[src/rtl/tcl_pkg.sv]
// Shared codes and constants for the thermal current limiter.
`timescale 1ns / 1ps

package tcl_pkg;

  // Input item operation codes
  localparam logic OP_TICK = 1'b0;
  localparam logic OP_GEAR = 1'b1;

  // Mode classes
  localparam logic [1:0] MODE_ORDINARY = 2'd0;
  localparam logic [1:0] MODE_BOOST    = 2'd1;
  localparam logic [1:0] MODE_FLASH    = 2'd2;
  localparam logic [1:0] MODE_SPARE    = 2'd3;

  // Configuration register indexes
  localparam logic [2:0] REG_TARGET_TEMP       = 3'd0;
  localparam logic [2:0] REG_TURBO_TARGET_TEMP = 3'd1;
  localparam logic [2:0] REG_RELEASE_TEMP      = 3'd2;
  localparam logic [2:0] REG_TURBO_OFF_TEMP    = 3'd3;
  localparam logic [2:0] REG_SHUTDOWN_TEMP     = 3'd4;
  localparam logic [2:0] REG_MIN_CURRENT       = 3'd5;
  localparam logic [2:0] REG_TURBO_CURRENT     = 3'd6;

  // Register reset values
  localparam logic signed [7:0] RST_TARGET_TEMP       = 8'sd55;
  localparam logic signed [7:0] RST_TURBO_TARGET_TEMP = 8'sd60;
  localparam logic signed [7:0] RST_RELEASE_TEMP      = 8'sd45;
  localparam logic signed [7:0] RST_TURBO_OFF_TEMP    = 8'sd70;
  localparam logic signed [7:0] RST_SHUTDOWN_TEMP     = 8'sd80;
  localparam logic [14:0]       RST_MIN_CURRENT       = 15'd300;
  localparam logic [14:0]       RST_TURBO_CURRENT     = 15'd20000;

  // Loop constants
  localparam int CUR_STEP     = 2300;  // mA per step of proportional gain
  localparam int CUR_MAX      = 32767;
  localparam int GAIN_STEPS   = CUR_MAX / CUR_STEP;
  localparam int GAIN_W       = $clog2(GAIN_STEPS + 2);
  localparam int HOT_GAIN     = 5;
  localparam int HOT_MARGIN   = 5;
  localparam int FLAG_MARGIN  = 10;
  localparam int ERR_DEADBAND = 2;
  localparam logic [7:0] ERR_MASK = 8'h7E;
  localparam logic [5:0] HOLD_SHORT = 6'd24;
  localparam logic [5:0] HOLD_LONG  = 6'd60;

  // Integral scaling, a power of two
  localparam int INTEGRAL_DIVISOR = 16;

  typedef logic signed [9:0] temp_w_t;

endpackage

[src/rtl/thermal_current_limiter_top.sv]
// Thermal current limiter: input register, single-pass PI update, result register.
`timescale 1ns / 1ps

// Thermal throttle for an LED driver, one item per control tick. A tick item
// updates the hysteresis flags (turbo block, turbo leave, overheat, limiter
// enable; skipped when sensor_ok is low), runs the PI loop on the temperature
// error and returns the limited current, never below min_current while the
// limiter is active. A gear-change item rebases the proportional offset when
// the gear needs stepdown and returns a zero limit with the stored flags.
// Each item waits in the input register and is evaluated in one pass of
// combinational logic into the result register, which updates the loop
// state at the same edge. One item is taken every cycle while results
// drain. The rate is set by the single evaluation pass; while a finished
// result waits for out_ready the input register holds at most one more
// item, then in_ready drops.
// Configuration registers are written through cfg_we/cfg_index/cfg_data and
// must only change while no item is in flight.
module thermal_current_limiter_top import tcl_pkg::*; #(
  parameter int INTEGRAL_LIMIT = 256
) (
  input  logic               clk,
  input  logic               rst,
  // configuration write port
  input  logic               cfg_we,
  input  logic [2:0]         cfg_index,
  input  logic [14:0]        cfg_data,
  // input channel
  input  logic               in_valid,
  output logic               in_ready,
  input  logic               operation,
  input  logic signed [7:0]  temperature,
  input  logic               sensor_ok,
  input  logic               needs_stepdown,
  input  logic [1:0]         mode_class,
  input  logic               converter_on,
  input  logic [14:0]        requested_current,
  input  logic [14:0]        output_current,
  input  logic [14:0]        previous_current,
  input  logic [14:0]        new_gear_current,
  // output channel
  output logic               out_valid,
  input  logic               out_ready,
  output logic [14:0]        current_limit,
  output logic               step_down_active,
  output logic               limiter_enabled,
  output logic               turbo_disabled,
  output logic               leave_turbo,
  output logic               overheat_fault,
  output logic               sensor_fault
);

  localparam int ICW = $clog2(INTEGRAL_LIMIT + 1) + 1;
  localparam logic signed [ICW-1:0] ILIM = ICW'(INTEGRAL_LIMIT);

  // Configuration registers
  logic signed [7:0] target_temp;
  logic signed [7:0] turbo_target_temp;
  logic signed [7:0] release_temp;
  logic signed [7:0] turbo_off_temp;
  logic signed [7:0] shutdown_temp;
  logic [14:0]       min_current;
  logic [14:0]       turbo_current;

  // Loop state
  logic signed [15:0]    prop_offset;
  logic signed [ICW-1:0] integral_count;
  logic [5:0]            raise_lock_timer;
  logic                  step_down_flag;
  logic                  limiter_flag;
  logic                  shutdown_flag;
  logic                  turbo_block_flag;
  logic                  turbo_leave_flag;

  // Input register
  logic              inq_valid;
  logic              inq_op;
  logic signed [7:0] inq_temp;
  logic              inq_sok;
  logic              inq_needs;
  logic [1:0]        inq_mode;
  logic              inq_conv;
  logic [14:0]       inq_req;
  logic [14:0]       inq_outc;
  logic [14:0]       inq_prev;
  logic [14:0]       inq_gear;

  logic fire;

  // Evaluation results
  logic signed [17:0]    prop_offset_next;
  logic signed [ICW-1:0] integral_count_next;
  logic [5:0]            raise_lock_timer_next;
  logic                  step_down_flag_next;
  logic                  limiter_flag_next;
  logic                  shutdown_flag_next;
  logic                  turbo_block_flag_next;
  logic                  turbo_leave_flag_next;
  logic signed [17:0]    limit;
  logic                  sfault;

  // Datapath helpers
  temp_w_t             temp_w;
  temp_w_t             goal_w;
  temp_w_t             err_up;
  temp_w_t             err_dn;
  logic [GAIN_W-1:0]   gain_q;
  logic [GAIN_W-1:0]   gain_f1;
  logic [6:0]          gain_f;
  logic [14:0]         prop_step;
  logic signed [17:0]  bound;
  logic signed [17:0]  cut;
  logic signed [17:0]  req_w;
  logic signed [17:0]  min_w;
  logic signed [16:0]  gear_diff;
  logic                lim_hyst;

  function automatic logic hyst(input logic cur, input temp_w_t t,
                                input temp_w_t hi, input temp_w_t lo);
    logic r;
    r = cur;
    if (t > hi) begin
      r = 1'b1;
    end else if (t < lo) begin
      r = 1'b0;
    end
    return r;
  endfunction

  // Handshake: advance the input register whenever its item moves on
  assign fire     = inq_valid && (!out_valid || out_ready);
  assign in_ready = !inq_valid || fire;

  always_ff @(posedge clk) begin
    if (rst) begin
      target_temp       <= RST_TARGET_TEMP;
      turbo_target_temp <= RST_TURBO_TARGET_TEMP;
      release_temp      <= RST_RELEASE_TEMP;
      turbo_off_temp    <= RST_TURBO_OFF_TEMP;
      shutdown_temp     <= RST_SHUTDOWN_TEMP;
      min_current       <= RST_MIN_CURRENT;
      turbo_current     <= RST_TURBO_CURRENT;
    end else if (cfg_we) begin
      unique case (cfg_index)
        REG_TARGET_TEMP:       target_temp       <= $signed(cfg_data[7:0]);
        REG_TURBO_TARGET_TEMP: turbo_target_temp <= $signed(cfg_data[7:0]);
        REG_RELEASE_TEMP:      release_temp      <= $signed(cfg_data[7:0]);
        REG_TURBO_OFF_TEMP:    turbo_off_temp    <= $signed(cfg_data[7:0]);
        REG_SHUTDOWN_TEMP:     shutdown_temp     <= $signed(cfg_data[7:0]);
        REG_MIN_CURRENT:       min_current       <= cfg_data;
        REG_TURBO_CURRENT:     turbo_current     <= cfg_data;
        default: ;
      endcase
    end
  end

  // Input register: hold the item until its evaluation fires
  always_ff @(posedge clk) begin
    if (rst) begin
      inq_valid <= 1'b0;
    end else if (in_ready) begin
      inq_valid <= in_valid;
    end
  end

  always_ff @(posedge clk) begin
    if (in_valid && in_ready) begin
      inq_op    <= operation;
      inq_temp  <= temperature;
      inq_sok   <= sensor_ok;
      inq_needs <= needs_stepdown;
      inq_mode  <= mode_class;
      inq_conv  <= converter_on;
      inq_req   <= requested_current;
      inq_outc  <= output_current;
      inq_prev  <= previous_current;
      inq_gear  <= new_gear_current;
    end
  end

  // Proportional gain step: output current divided by the step size
  always_comb begin
    gain_q = '0;
    for (int k = 1; k <= GAIN_STEPS; k++) begin
      if (inq_outc >= 15'(k * CUR_STEP)) begin
        gain_q = GAIN_W'(k);
      end
    end
  end

  // Single evaluation pass: flags, PI update, limit
  always_comb begin
    prop_offset_next      = 18'(prop_offset);
    integral_count_next   = integral_count;
    raise_lock_timer_next = raise_lock_timer;
    step_down_flag_next   = step_down_flag;
    limiter_flag_next     = limiter_flag;
    shutdown_flag_next    = shutdown_flag;
    turbo_block_flag_next = turbo_block_flag;
    turbo_leave_flag_next = turbo_leave_flag;
    limit                 = '0;
    sfault                = 1'b0;

    temp_w    = 10'(inq_temp);
    goal_w    = (inq_mode == MODE_BOOST) ? 10'(turbo_target_temp) : 10'(target_temp);
    err_up    = temp_w - goal_w;
    err_dn    = goal_w - temp_w;
    gain_f1   = gain_q + GAIN_W'(1);
    gain_f    = (temp_w > 10'(turbo_off_temp) - 10'(HOT_MARGIN)) ?
                7'(gain_f1) * 7'(HOT_GAIN) : 7'(gain_f1);
    prop_step = 15'(gain_f) * 15'(err_up[7:0]);
    bound     = $signed({3'b000, turbo_current}) - $signed({3'b000, min_current});
    req_w     = $signed({3'b000, inq_req});
    min_w     = $signed({3'b000, min_current});
    gear_diff = $signed({2'b00, inq_gear}) - $signed({2'b00, inq_prev});
    lim_hyst  = hyst(limiter_flag, temp_w, goal_w, 10'(release_temp));
    cut       = '0;

    if (inq_op == OP_GEAR) begin
      // Rebase the offset to the step from the previous current to the new gear, floored at zero
      if (inq_needs) begin
        prop_offset_next    = (gear_diff < 0) ? 18'sd0 : 18'(gear_diff);
        integral_count_next = '0;
      end
    end else begin
      if (!inq_sok) begin
        sfault = 1'b1;
      end else begin
        turbo_leave_flag_next = hyst(turbo_leave_flag, temp_w,
                                     10'(shutdown_temp) - 10'(FLAG_MARGIN),
                                     10'(turbo_off_temp) - 10'(FLAG_MARGIN));
        turbo_block_flag_next = hyst(turbo_block_flag, temp_w, 10'(turbo_off_temp),
                                     10'(turbo_off_temp) - 10'(FLAG_MARGIN));
        shutdown_flag_next    = hyst(shutdown_flag, temp_w, 10'(shutdown_temp),
                                     10'(target_temp) - 10'(FLAG_MARGIN));
        if (!inq_needs) begin
          limiter_flag_next = 1'b0;
        end else if (lim_hyst) begin
          limiter_flag_next = 1'b1;
        end else if (prop_offset == 16'sd0 && integral_count < 0) begin
          limiter_flag_next = 1'b0;
        end
      end

      if (!limiter_flag_next) begin
        integral_count_next = '0;
        prop_offset_next    = '0;
      end else if (inq_conv || inq_mode == MODE_FLASH) begin
        if (temp_w > goal_w) begin
          raise_lock_timer_next = HOLD_SHORT;
          if (err_up > 10'(ERR_DEADBAND)) begin
            prop_offset_next = 18'(prop_offset) + $signed({3'b000, prop_step});
            if (prop_offset_next > bound) begin
              prop_offset_next = bound;
            end
            raise_lock_timer_next = HOLD_LONG;
          end
          if (integral_count < ILIM) begin
            integral_count_next = integral_count + ICW'(1);
          end
        end else if (temp_w < goal_w) begin
          if (raise_lock_timer != 6'd0) begin
            raise_lock_timer_next = raise_lock_timer - 6'd1;
          end else begin
            if ((err_dn[7:0] & ERR_MASK) != 8'd0) begin
              prop_offset_next = prop_offset_next - 18'(err_dn);
            end
            if (prop_offset_next < 0) begin
              prop_offset_next = '0;
            end
          end
          if (integral_count > -ILIM) begin
            integral_count_next = integral_count - ICW'(1);
          end
        end
      end

      if (!limiter_flag_next) begin
        limit = req_w;
      end else begin
        cut = prop_offset_next + 18'(integral_count_next / INTEGRAL_DIVISOR);
        if (cut < 0) begin
          cut = '0;
        end
        limit = req_w - cut;
        if (limit < min_w) begin
          // Floor at the minimum and rebase the offset to match
          prop_offset_next    = req_w - min_w;
          integral_count_next = '0;
          limit               = min_w;
        end
      end
      step_down_flag_next = (limit != req_w);
    end
  end

  // Commit loop state with each evaluated item
  always_ff @(posedge clk) begin
    if (rst) begin
      prop_offset      <= '0;
      integral_count   <= '0;
      raise_lock_timer <= '0;
      step_down_flag   <= 1'b0;
      limiter_flag     <= 1'b0;
      shutdown_flag    <= 1'b0;
      turbo_block_flag <= 1'b0;
      turbo_leave_flag <= 1'b0;
    end else if (fire) begin
      prop_offset      <= prop_offset_next[15:0];
      integral_count   <= integral_count_next;
      raise_lock_timer <= raise_lock_timer_next;
      step_down_flag   <= step_down_flag_next;
      limiter_flag     <= limiter_flag_next;
      shutdown_flag    <= shutdown_flag_next;
      turbo_block_flag <= turbo_block_flag_next;
      turbo_leave_flag <= turbo_leave_flag_next;
    end
  end

  // Result register: load on fire, drop after the output transfer
  always_ff @(posedge clk) begin
    if (rst) begin
      out_valid <= 1'b0;
    end else if (fire) begin
      out_valid <= 1'b1;
    end else if (out_ready) begin
      out_valid <= 1'b0;
    end
  end

  always_ff @(posedge clk) begin
    if (fire) begin
      current_limit    <= limit[14:0];
      step_down_active <= step_down_flag_next;
      limiter_enabled  <= limiter_flag_next;
      turbo_disabled   <= turbo_block_flag_next;
      leave_turbo      <= turbo_leave_flag_next;
      overheat_fault   <= shutdown_flag_next;
      sensor_fault     <= sfault;
    end
  end

  // Integral counter stays inside its clamp
  a_integral_range: assert property (@(posedge clk) disable iff (rst)
    integral_count <= ILIM && integral_count >= -ILIM)
    else $error("integral counter outside its clamp");

  // Hold-off timer never loads above its long value
  a_timer_range: assert property (@(posedge clk) disable iff (rst)
    raise_lock_timer <= HOLD_LONG)
    else $error("raise hold-off timer out of range");

  // An evaluated item always reaches the result register
  a_fire_result: assert property (@(posedge clk) disable iff (rst)
    fire |=> out_valid)
    else $error("evaluated item did not produce a result");

  // No step-down can be reported while the limiter is off
  a_stepdown_needs_limiter: assert property (@(posedge clk) disable iff (rst)
    out_valid && !limiter_enabled |-> !step_down_active)
    else $error("step-down reported with limiter disabled");

endmodule

[config.mk]
export PLATFORM = sky130hd
export DESIGN_NAME = thermal_current_limiter_top
export DESIGN_NICKNAME = d
export VERILOG_FILES = /design/src/rtl/tcl_pkg.sv /design/src/rtl/thermal_current_limiter_top.sv
export SDC_FILE = /design/constraint.sdc
export NUM_CORES = 1
export LEC_CHECK = 0
export ABC_AREA = 1
export BUFFER_PORTS_ARGS = -buffer_cell sky130_fd_sc_hd__buf_2
export CORE_MARGIN = 2
export CORE_UTILIZATION = 35
export DETAILED_ROUTE_END_ITERATION = 8
export SLEW_MARGIN = 10
export SYNTH_ARGS = -nofsm -noshare
export SYNTH_HDL_FRONTEND = slang
export SYNTH_SLANG_ARGS = --single-unit
export TNS_END_PERCENT = 20
[constraint.sdc]
create_clock -name clk -period 30.6 [get_ports clk]
set_input_delay 1.53 -clock clk [delete_from_list [all_inputs] [get_ports clk]]
set_output_delay 1.53 -clock clk [all_outputs]
set_load 0.005 [all_outputs]
* After elaboration in Yosys (flattened, before gate mapping)
Cells that the tools add are included.
Word-level totals: flip-flop bits (word level) 204, input port bits 97, output and inout port bits 23, word-level logic and storage cells 205
Operators by class: magnitude comparators 32, equal/unequal tests 10, mux-type cells 82, reductions and logical operators 25, bitwise operators 2, add/sub/neg operators 18, multiply operators 2
Operator list (number):
- $mux 18 | 22
- $mux 10 | 12
- $ge 15x15->1 const B | 7
- $mux 16 | 5
- $ge 15x14->1 const B | 4
- $mux 4 | 13
- $sub 15x15->16 | 3
- $lt 18x1->1 const B | 2
- $ge 15x13->1 const B | 2
- $sub 8x5->9 const B | 3
- $mux 1 | 25
- $mux 6 | 4
- $add 18x1->18 | 1
- $add 18x18->18 | 1
- $gt 8x9->1 | 2
- $lt 18x16->1 | 1
- $lt 8x9->1 | 2
- $ne 18x16->1 | 1
- $sub 16x18->18 | 1
- $add 16x16->17 | 1
- $gt 17x16->1 | 1
- $sub 16x10->17 | 1
- $gt 8x8->1 | 2
- $logic_not 16->1 | 1
- 37 further kinds | 54

* Longest topological paths before layout
Gate-level depths: netlist of run 1.
word-level depth 39, depth in mapped cells 114, mapped depth without buffers 110

* Least setup slack after synthesis of run 1
Ideal clock, no wire load.
path kind register to register, start register inq_outc[6], end register step_down_active (data pin), setup slack 15450 ps, data arrival time 14897 ps, clock period less this slack 15150 ps, buffers on the path 4, setup time 253 ps, cell stages (with the launch flop) 106, cells stage by stage edfxtp_1 -> nand2_1 -> inv_1 -> nand2_1 -> inv_1 -> a31oi_1 -> o21ai_0 -> o21ai_0 -> nand3_1 -> nand2_1 -> nand2_1 -> nand2_1 -> nand2_1 -> nand2_1 -> nand2_1 -> nand2_1 -> nand2_1 -> nand2_1 -> (+70 left out) -> nand4_1 -> nand2_1 -> a2111oi_0 -> ha_1 -> clkbuf_1 -> inv_1 -> clkbuf_1 -> nand3_1 -> o21ai_0 -> inv_1 -> nand3b_1 -> nand2_1 -> nor2_1 -> nand2_1 -> nor2_1 -> nand3_1 -> o21ai_1 -> inv_1
On the way: cells in the longest elaborated chain, start to end 39, elaborated cells between the ends (all ways) 52
Ends and longest elaborated chain:
- from (decl) | RTL line thermal_current_limiter_top.sv:83 | logic [14:0] inq_outc;
- from (signal assigned) | RTL line thermal_current_limiter_top.sv:174 | inq_outc <= output_current;
- $ge 15x12->1 | RTL line thermal_current_limiter_top.sv:184 | if (inq_outc >= 15'(k * CUR_STEP)) begin
- $mux 1 | RTL line thermal_current_limiter_top.sv:184
- $mux 4 (12 in a row) | RTL line thermal_current_limiter_top.sv:184
- $mux 4 (*) | RTL line thermal_current_limiter_top.sv:184
- $add 4x1->4 (*) | RTL line thermal_current_limiter_top.sv:207 | gain_f1 = gain_q + GAIN_W'(1);
- $mul 4x3->7 | RTL line thermal_current_limiter_top.sv:209 | 7'(gain_f1) * 7'(HOT_GAIN) : 7'(gain_f1);
- $mux 7 (*) | RTL line thermal_current_limiter_top.sv:208 | gain_f = (temp_w > 10'(turbo_off_temp) - 10'(HOT_MARGIN)) ?
- $mul 8x8->15 (*) | RTL line thermal_current_limiter_top.sv:210 | prop_step = 15'(gain_f) * 15'(err_up[7:0]);
- (+13 left out)
- $sub 16x18->18 (*) | RTL line thermal_current_limiter_top.sv:284 | limit = req_w - cut;
- $lt 18x16->1 | RTL line thermal_current_limiter_top.sv:285 | if (limit < min_w) begin
- $mux 18 (*) | RTL line thermal_current_limiter_top.sv:285
- $mux 18 (*) | RTL line thermal_current_limiter_top.sv:277 | if (!limiter_flag_next) begin
- $mux 18 (*) | RTL line thermal_current_limiter_top.sv:218 | if (inq_op == OP_GEAR) begin
- $ne 18x16->1 (*) | RTL line thermal_current_limiter_top.sv:292 | step_down_flag_next = (limit != req_w);
- $mux 1 (*) | RTL line thermal_current_limiter_top.sv:218
- net step_down_flag_next | RTL line thermal_current_limiter_top.sv:93 | logic step_down_flag_next;
- to (signal assigned) | RTL line thermal_current_limiter_top.sv:333 | step_down_active <= step_down_flag_next;
- to (decl) | RTL line thermal_current_limiter_top.sv:44 | output logic step_down_active,
Mark *: on every way through the listed nets, which the timed path passes. The rest lies on a longest branch. The select of a mux whose other input is x is not followed. A chain may end at the register's enable or synchronous reset.

* Final worst setup path of run 1
Same ends and word-level chain as after synthesis.

==> run_results.csv, run 1 <==
group,metric,value,unit
drt,drc,0,
timing,slew_headroom,31.8,%
clock_tree,cts_buffer_depth,3,
clock_tree,hold_buffers,0,
drt,routed_wl,61.8,mm
global_route,first_global_vias,18500,
yosys,synth_top_area_share,15.7,%
critical_path,reg2reg_slack,11.75,ns
global_route,grt_overflow,0,
floorplanning,core_area,59200,um^2
power,power.density,89.4,nW/um^2
yosys,synth_area_leaders,"ha_1 16%, edfxtp_1 13%, nand2_1 11%",
floorplanning,start_util,35.5,%
drt,drt_first_pass_iters,6,
finish,fill_cells,6342,
yosys,syn_nets,3406,
critical_path,r2r_cells,107,
global_route,busiest_layer,"met2",
global_route,grtUsageMet3,1.85,%
yosys,synth_edf_count,93,
yosys,ys.warnings.count,0,
yosys,netlist_area,21100,um^2
critical_path,required,30.92,ns
timing,hold_viol,0,
critical_path,cp-end-kind,"register",
timing,whs,0.459,ns
finish,n_antenna_cell,0,
critical_path,worstSetupEndpoint,"step_down_active$_DFFE_PP_",
min_path,hold_class,"register to register",
critical_path,r2r_end,"step_down_active$_DFFE_PP_",
drt,vias,19500,
floorplanning,rows,89,
clock_tree,cts.htree.levels,1,
critical_path,cp_data_arrival_time,19.16,ns
timing,timing.final.crit_share,61.6,%
clock_tree,cts_root_buffer,"clkbuf_16",
yosys,async_flop_share,0,%
critical_path,slowest_delay,0.56,ns
drt,via_per_inst,5.02,
yosys,yosysMostFrequentCell,"nand2_1",
critical_path,crit_fanout,33,
global_route,track_usage,19.7,%
critical_path,start_kind,"register",
power,ir_drop,0.0000981,V
placed_design,place_congestion,0.941,
critical_path,r2r-start,"inq_outc[6]$_DFFE_PP_",
timing,slew_viol_final,0,
clock_tree,cts_sinks,202,
timing,setup_viol,0,
finish,multi_input_area,14000,um^2
critical_path,path_class,"register to register",
yosys,avgSynthCellArea,7.01,um^2
timing,fmax,53.1,MHz
critical_path,timing.critical_path.buf_inv,16,
yosys,synthTopCellsByCount,"643 x nand2_1, 453 x inv_1, 276 x nor2_1",
yosys,synthFlopType,"dfxtp_1",
global_route,use_met1,27.8,%
critical_path,cp_top_family,"simple AND/OR/NAND/NOR gates",
timing,setup_tns,0,ns
timing,rsz0062_at_grt,"no",
status,status,"finished, final reports clean",
global_route,grt_pass1_wl,99.2,mm
clock_tree,cts_setup_buffers,0,
timing,worst_slew_pin_slew,1.02,ns
drt,drt_iter0_markers,1434,
timing,finalClockSkew,0.0338,ns
floorplanning,fp.dieArea,62100,um^2
floorplanning,die_h,249,um
drt,avgRoutedWirePerCell,15.9,um
floorplanning,boundaryPins,120,
finish,seqCellArea,4970,um^2
critical_path,slowest_stage,"fa_1",
critical_path,crit_cells,107,
critical_path,startpoint,"inq_outc[6]$_DFFE_PP_",
timing,finalWorstSetupSlack,11.75,ns
finish,drive_gt1_share,8.77,%
yosys,syn_inst,3002,
placed_design,place_ws,11.81,ns
timing,period_minus_slack,18.85,ns
clock_tree,clk_pin_slew,0.06,ns
global_route,met2_usage,32.1,%
power,p_leak,0.0116,uW
finish,nets,3498,
clock_tree,clk-insertion-delay-late,0.56,ns
clock_tree,cts_tree,"done",
critical_path,path_common_cell,"nand2_1",
yosys,synth.distinct_cells,62,
placed_design,port_buffers,117,
placed_design,post-dp-hpwl,49.3,mm
yosys,yosys.area.top_type,"ha_1",
global_route,antenna_found_initial,2,
drt,ant_nets,0,
global_route,grt_max_degree,70,
floorplanning,fp.dieW,249,um
clock_tree,post_cts_resized,0,
clock_tree,cts_inserted_buffers,25,
yosys,ys_seq_area_share,23.6,%
flow_run,drv_cap,0,
yosys,ys_seq_elements,202,
finish,syn_to_final_growth,10.1,%
==> through the flow <==
step	cell area [um^2]	cells	utilization (%)	power, uW
5_1_grt	23200	3885	39.1	2320
2_1_floorplan	21100	3002	-	1410
3_5_place_dp	22300	3840	37.7	1750
6_report	23200	3885	39.1	2070
3_3_place_gp	22300	3840	37.7	1750
4_1_cts	23200	3885	39.1	2070
==> layer usage <==
layer  up-vias  share of wire, %
met4         4               2.5
met2       441                44
met1      8832                48
li1      10200                 -
met3        80               5.1
met5         -             0.039
==> worst min-delay path, cell delays in order, from the launching register on <==
cell and delay [ns]:
dfxtp_1 0.32, nand2_1 0.05, nand3_1 0.05
==> how the worst min path moves through the flow <==
stage / start / end / slack (ns) / cells past startpoint
global placement: release_temp[0]$_SDFFE_PP1P_ / release_temp[0]$_SDFFE_PP1P_ / 0.44 / 2
finish: turbo_target_temp[4]$_SDFFE_PP1P_ / turbo_target_temp[4]$_SDFFE_PP1P_ / 0.46 / 2
CTS: turbo_target_temp[4]$_SDFFE_PP1P_ / turbo_target_temp[4]$_SDFFE_PP1P_ / 0.46 / 2
detailed placement: turbo_target_temp[4]$_SDFFE_PP1P_ / turbo_target_temp[4]$_SDFFE_PP1P_ / 0.44 / 2
floorplan: turbo_target_temp[2]$_SDFFE_PP1P_ / turbo_target_temp[2]$_SDFFE_PP1P_ / 0.42 / 2
global route: turbo_target_temp[4]$_SDFFE_PP1P_ / turbo_target_temp[4]$_SDFFE_PP1P_ / 0.49 / 2
==> cell usage in the layout (no fill, tap or decap), drive strengths merged, types with 42 or more instances in the layout <==
cell type  instances
nand2            665
inv              465
nor2             285
a21oi            277
ha               265
nand3            193
o21ai            187
buf              126
dfxtp            109
edfxtp            93
xor2              83
fa                42
==> area by class of cell <==
type | instances | share of cell area [%]
multi-input cells | 2273 | 60.4
flip-flops and latches | 202 | 21.5
inverters | 466 | 7.58
well taps | 773 | 4.17
clock buffers | 31 | 2.93
repair buffers | 126 | 2.82
clock inverters | 14 | 0.653
==> kinds of logic after synthesis <==
group                      synth area share, %
and+or+nand+nor                           26.1
muxes                                   0.0475
AOI/OAI and AO/OA                         16.2
xor gates and xnor gates                  4.33
buffers and inverters                     9.92
DFF                                       23.6
adders and majority gates                 19.7
==> registers in the layout, indices dropped and copies added, names as in the netlist, 2 cells and up <==
register and count:
shutdown_temp 8, current_limit 15, turbo_target_temp 8, release_temp 8, turbo_current 15, min_current 15, turbo_off_temp 8, prop_offset 16
inq_temp 8, inq_outc 13, inq_gear 15, inq_req 15, integral_count 10, raise_lock_timer 6, target_temp 8, inq_mode 2
inq_prev 15
==> report_power, final <==
part           leakage, uW  switching, uW  internal [uW]
logic              0.00937            950            509
registers          0.00179           12.9            297
clock network     0.000410            126            176
(Power assumes the default switching activity.)
==> run 2: changes to the inputs <==
ABC_AREA = 0   (was 1)
clock period = 18 ns   (was 30.6 ns; I/O delays follow)
==> run 2 against run 1 <==
- die area is 3.0% lower
- first-iteration DRC count is 0.98% lower
- largest cell class unchanged
- cell count is 9.7% lower
- combinational power is 120% higher
- area after synthesis is 3.1% lower
- final area is 4.7% higher
- critical path type unchanged
- setup slack worse by 11 ns
- hold slack worse by 0.0036 ns
- flip-flop and latch count is 2 higher
- via count hardly changed
- fmax is 8.1% higher
==> run_results.csv, run 2 <==
group,metric,value,unit
global_route,grt_overflow,0,
timing,finalClockSkew,0.0273,ns
critical_path,crit_fanout,8,
global_route,track_usage,21.9,%
finish,largest_reg_flops,16,
yosys,synthTopCellsByCount,"265 x ha_1, 259 x nand2_1, 253 x nor2_1",
min_path,min_to,"release_temp[1]$_SDFFE_PP0P_",
floorplanning,start_util,35.4,%
drt,drt_iter0_markers,1420,
critical_path,crit_cells,84,
clock_tree,cts_tree,"done",
min_path,hold_start,"release_temp[1]$_SDFFE_PP0P_",
yosys,synth_edf_count,95,
yosys,yosysMostFrequentCell,"ha_1",
finish,final_common_cell,"nand2_1",
yosys,synth.distinct_cells,94,
global_route,first_global_vias,19200,
yosys,syn_nets,2908,
yosys,ys_seq_elements,204,
power,ir_drop,0.000260,V
flow_run,drv_cap,0,
clock_tree,cts_buffer_depth,3,
power,internal-power,2190,uW
clock_tree,cts.htree.levels,1,
status,status,"finished, final reports clean",
timing,fmax,57.4,MHz
drt,routed_wl,67.4,mm
power,power.density,174,nW/um^2
critical_path,timing.critical_path.buf_inv,10,
finish,syn_to_final_growth,18.9,%
critical_path,r2r_end,"step_down_active$_DFFE_PP_",
floorplanning,fp.dieW,245,um
critical_path,start_kind,"register",
floorplanning,fp.dieArea,60300,um^2
floorplanning,boundaryPins,120,
min_path,hold_path_depth,2,
critical_path,slowest_stage,"fa_1",
critical_path,path_class,"register to register",
timing,slew_headroom,26.3,%
critical_path,path_common_cell,"ha_1",
timing,worst_slew_pin_slew,1.10,ns
critical_path,cp-end-kind,"register",
yosys,yosys.area.top_type,"ha_1",
critical_path,required,18.30,ns
global_route,grt_max_degree,75,
clock_tree,cts_inserted_buffers,25,
clock_tree,cts_sinks,204,
finish,final_core_util,42.1,%
power,clkPwrFrac,12.5,%
finish,nets,3126,
placed_design,post-dp-hpwl,53.4,mm
finish,layout_common_cells,"254 x nand2_1, 253 x ha_1, 244 x nor2_1",
timing,timing.final.crit_share,96.9,%
power,swShare,48.1,%
power,comb_power_share,74.9,%
power,pwr-share-seq,12.6,%
critical_path,cp_top_family,"compound AO/OA/AOI/OAI gates",
critical_path,r2r_cells,84,
clock_tree,clk_pin_slew,0.07,ns
global_route,antenna_found_initial,3,
critical_path,r2r-start,"inq_outc[11]$_DFFE_PP_",
timing,slew_viol_final,0,
timing,setup_tns,0,ns
min_path,hold_class,"register to register",
yosys,avgSynthCellArea,8.15,um^2
placed_design,place_congestion,0.946,
placed_design,port_buffers,119,
timing,setup_viol,0,
drt,ant_nets,0,
floorplanning,die_h,245,um
yosys,ys.warnings.count,0,
drt,drt_first_pass_iters,5,
clock_tree,clk-insertion-delay-late,0.56,ns
drt,via_per_inst,5.56,
yosys,async_flop_share,0,%
drt,vias,19500,
critical_path,reg2reg_slack,0.56,ns
timing,period_minus_slack,17.44,ns
finish,stdcell_count,3507,
clock_tree,cts_root_buffer,"clkbuf_16",
critical_path,cp_data_arrival_time,17.73,ns
floorplanning,core_area,57700,um^2
drt,avgRoutedWirePerCell,19.2,um
drt,drc,0,
yosys,synth_area_leaders,"ha_1 16%, edfxtp_1 14%, dfxtp_1 11%",
yosys,ys_seq_area_share,24.7,%
timing,rsz0062_at_grt,"yes",
finish,drive_gt1_share,16.9,%
finish,top_register,"prop_offset",
floorplanning,rows,88,
critical_path,slowest_delay,0.54,ns
yosys,netlist_area,20400,um^2
global_route,grt_pass1_wl,105,mm
yosys,synthFlopType,"dfxtp_1",
power,p_leak,0.0105,uW
yosys,syn_inst,2504,
yosys,synth_top_area_share,16.2,%
timing,hold_viol,0,
power,p_sw,2030,uW
placed_design,dp.cells,3435,
run 2: cell types whose count changed after synthesis, moves of 25 or more:
cell,delta
inv_1,-252
xor2_1,-29
nand2_1,-384
xnor2_1,+79
clkbuf_1,+26
a21oi_1,-47
o21ai_0,-61
nand3_1,-133
nor3_1,+26
a21o_1,+35
o21a_1,+42
nor2b_1,+31
nand2b_1,+25
run 2: final cells by class:
cell class                 count  area, um^2
antenna                        1        2.50
clock buffer                  28         647
fill                        5870       33400
sequential                   204        5030
tap                          765         957
inverter                     206         773
clock inverter                18         194
multi-input combinational   2013       14900
timing repair buffer         272        1780
run 2: worst max path at each step:
stage,start,end,slack (ns)
2_1_floorplan,inq_outc[11]$_DFFE_PP_,step_down_active$_DFFE_PP_,0.05
3_3_place_gp,inq_outc[9]$_DFFE_PP_,step_down_active$_DFFE_PP_,0.06
3_5_place_dp,inq_outc[9]$_DFFE_PP_,step_down_active$_DFFE_PP_,-0.22
4_1_cts,inq_outc[9]$_DFFE_PP_,step_down_active$_DFFE_PP_,0.008
5_1_grt,inq_outc[10]$_DFFE_PP_,step_down_active$_DFFE_PP_,-0.21
6_report,inq_outc[11]$_DFFE_PP_,step_down_active$_DFFE_PP_,0.56
run 2: worst reg2reg max path, delay by kind of cell (launching register included):
kind                       cells  cell delay, ns
AOI/OAI and AO/OA             37            7.47
adders and majority gates     13            4.70
and+or+nand+nor               18            2.59
buffers and inverters         10            1.18
xor gates and xnor gates       5            0.70
DFF                            1            0.37
muxes                          1            0.19
run 2: kinds of logic after synthesis:
| group | Yosys count | synth area share (%) |
|---|---|---|
| AND/OR/NAND/NOR | 839 | 19.3 |
| AO/OA/AOI/OAI | 692 | 22.5 |
| adder cells (fa/ha/maj) | 307 | 20.4 |
| buffers and inverters | 287 | 5.43 |
| flip-flops | 204 | 24.7 |
| XOR/XNOR | 149 | 6.40 |
| multiplexers | 26 | 1.28 |
run 2: power groups by stage:
| stage | Combinational (uW) | Clock [uW] | Sequential [uW] |
|---|---|---|---|
| detailed placement | 2650 | 0 | 542 |
| CTS | 2710 | 534 | 532 |
| global placement | 2620 | 0 | 542 |
| finish | 3160 | 526 | 533 |
| global route | 3480 | 556 | 535 |
| floorplan | 1780 | 0 | 534 |
run 2: stage by stage:
stage / hold WS [ns] / setup WS [ns] / cell area (um^2) / power (uW)
final: 0.456 / 0.564 / 24300 / 4220
after global routing: 0.478 / -0.205 / 24300 / 4570
after CTS: 0.458 / 0.00849 / 23500 / 3780
after detailed placement: 0.449 / -0.220 / 22600 / 3200
after global placement: 0.442 / 0.0580 / 22600 / 3160
after floorplan: 0.436 / 0.0502 / 20400 / 2320
run 2: metal layers:
layer	up-vias	GRT usage, %	part of all wire [%]
met5	-	0	0.047
met4	4	7.93	3.7
met3	119	2.37	5.6
met2	637	36.7	46
met1	9298	29.1	45
li1	9447	-	-
run 2: what timing repair did:
action                     in CTS  in global routing
resized for setup              17                122
hold buffers                    0                  0
hold endpoints to repair        0                  0
setup endpoints to repair       2                 13
cloned                          0                  2
pin swaps                       4                 84
setup buffers                   3                 21
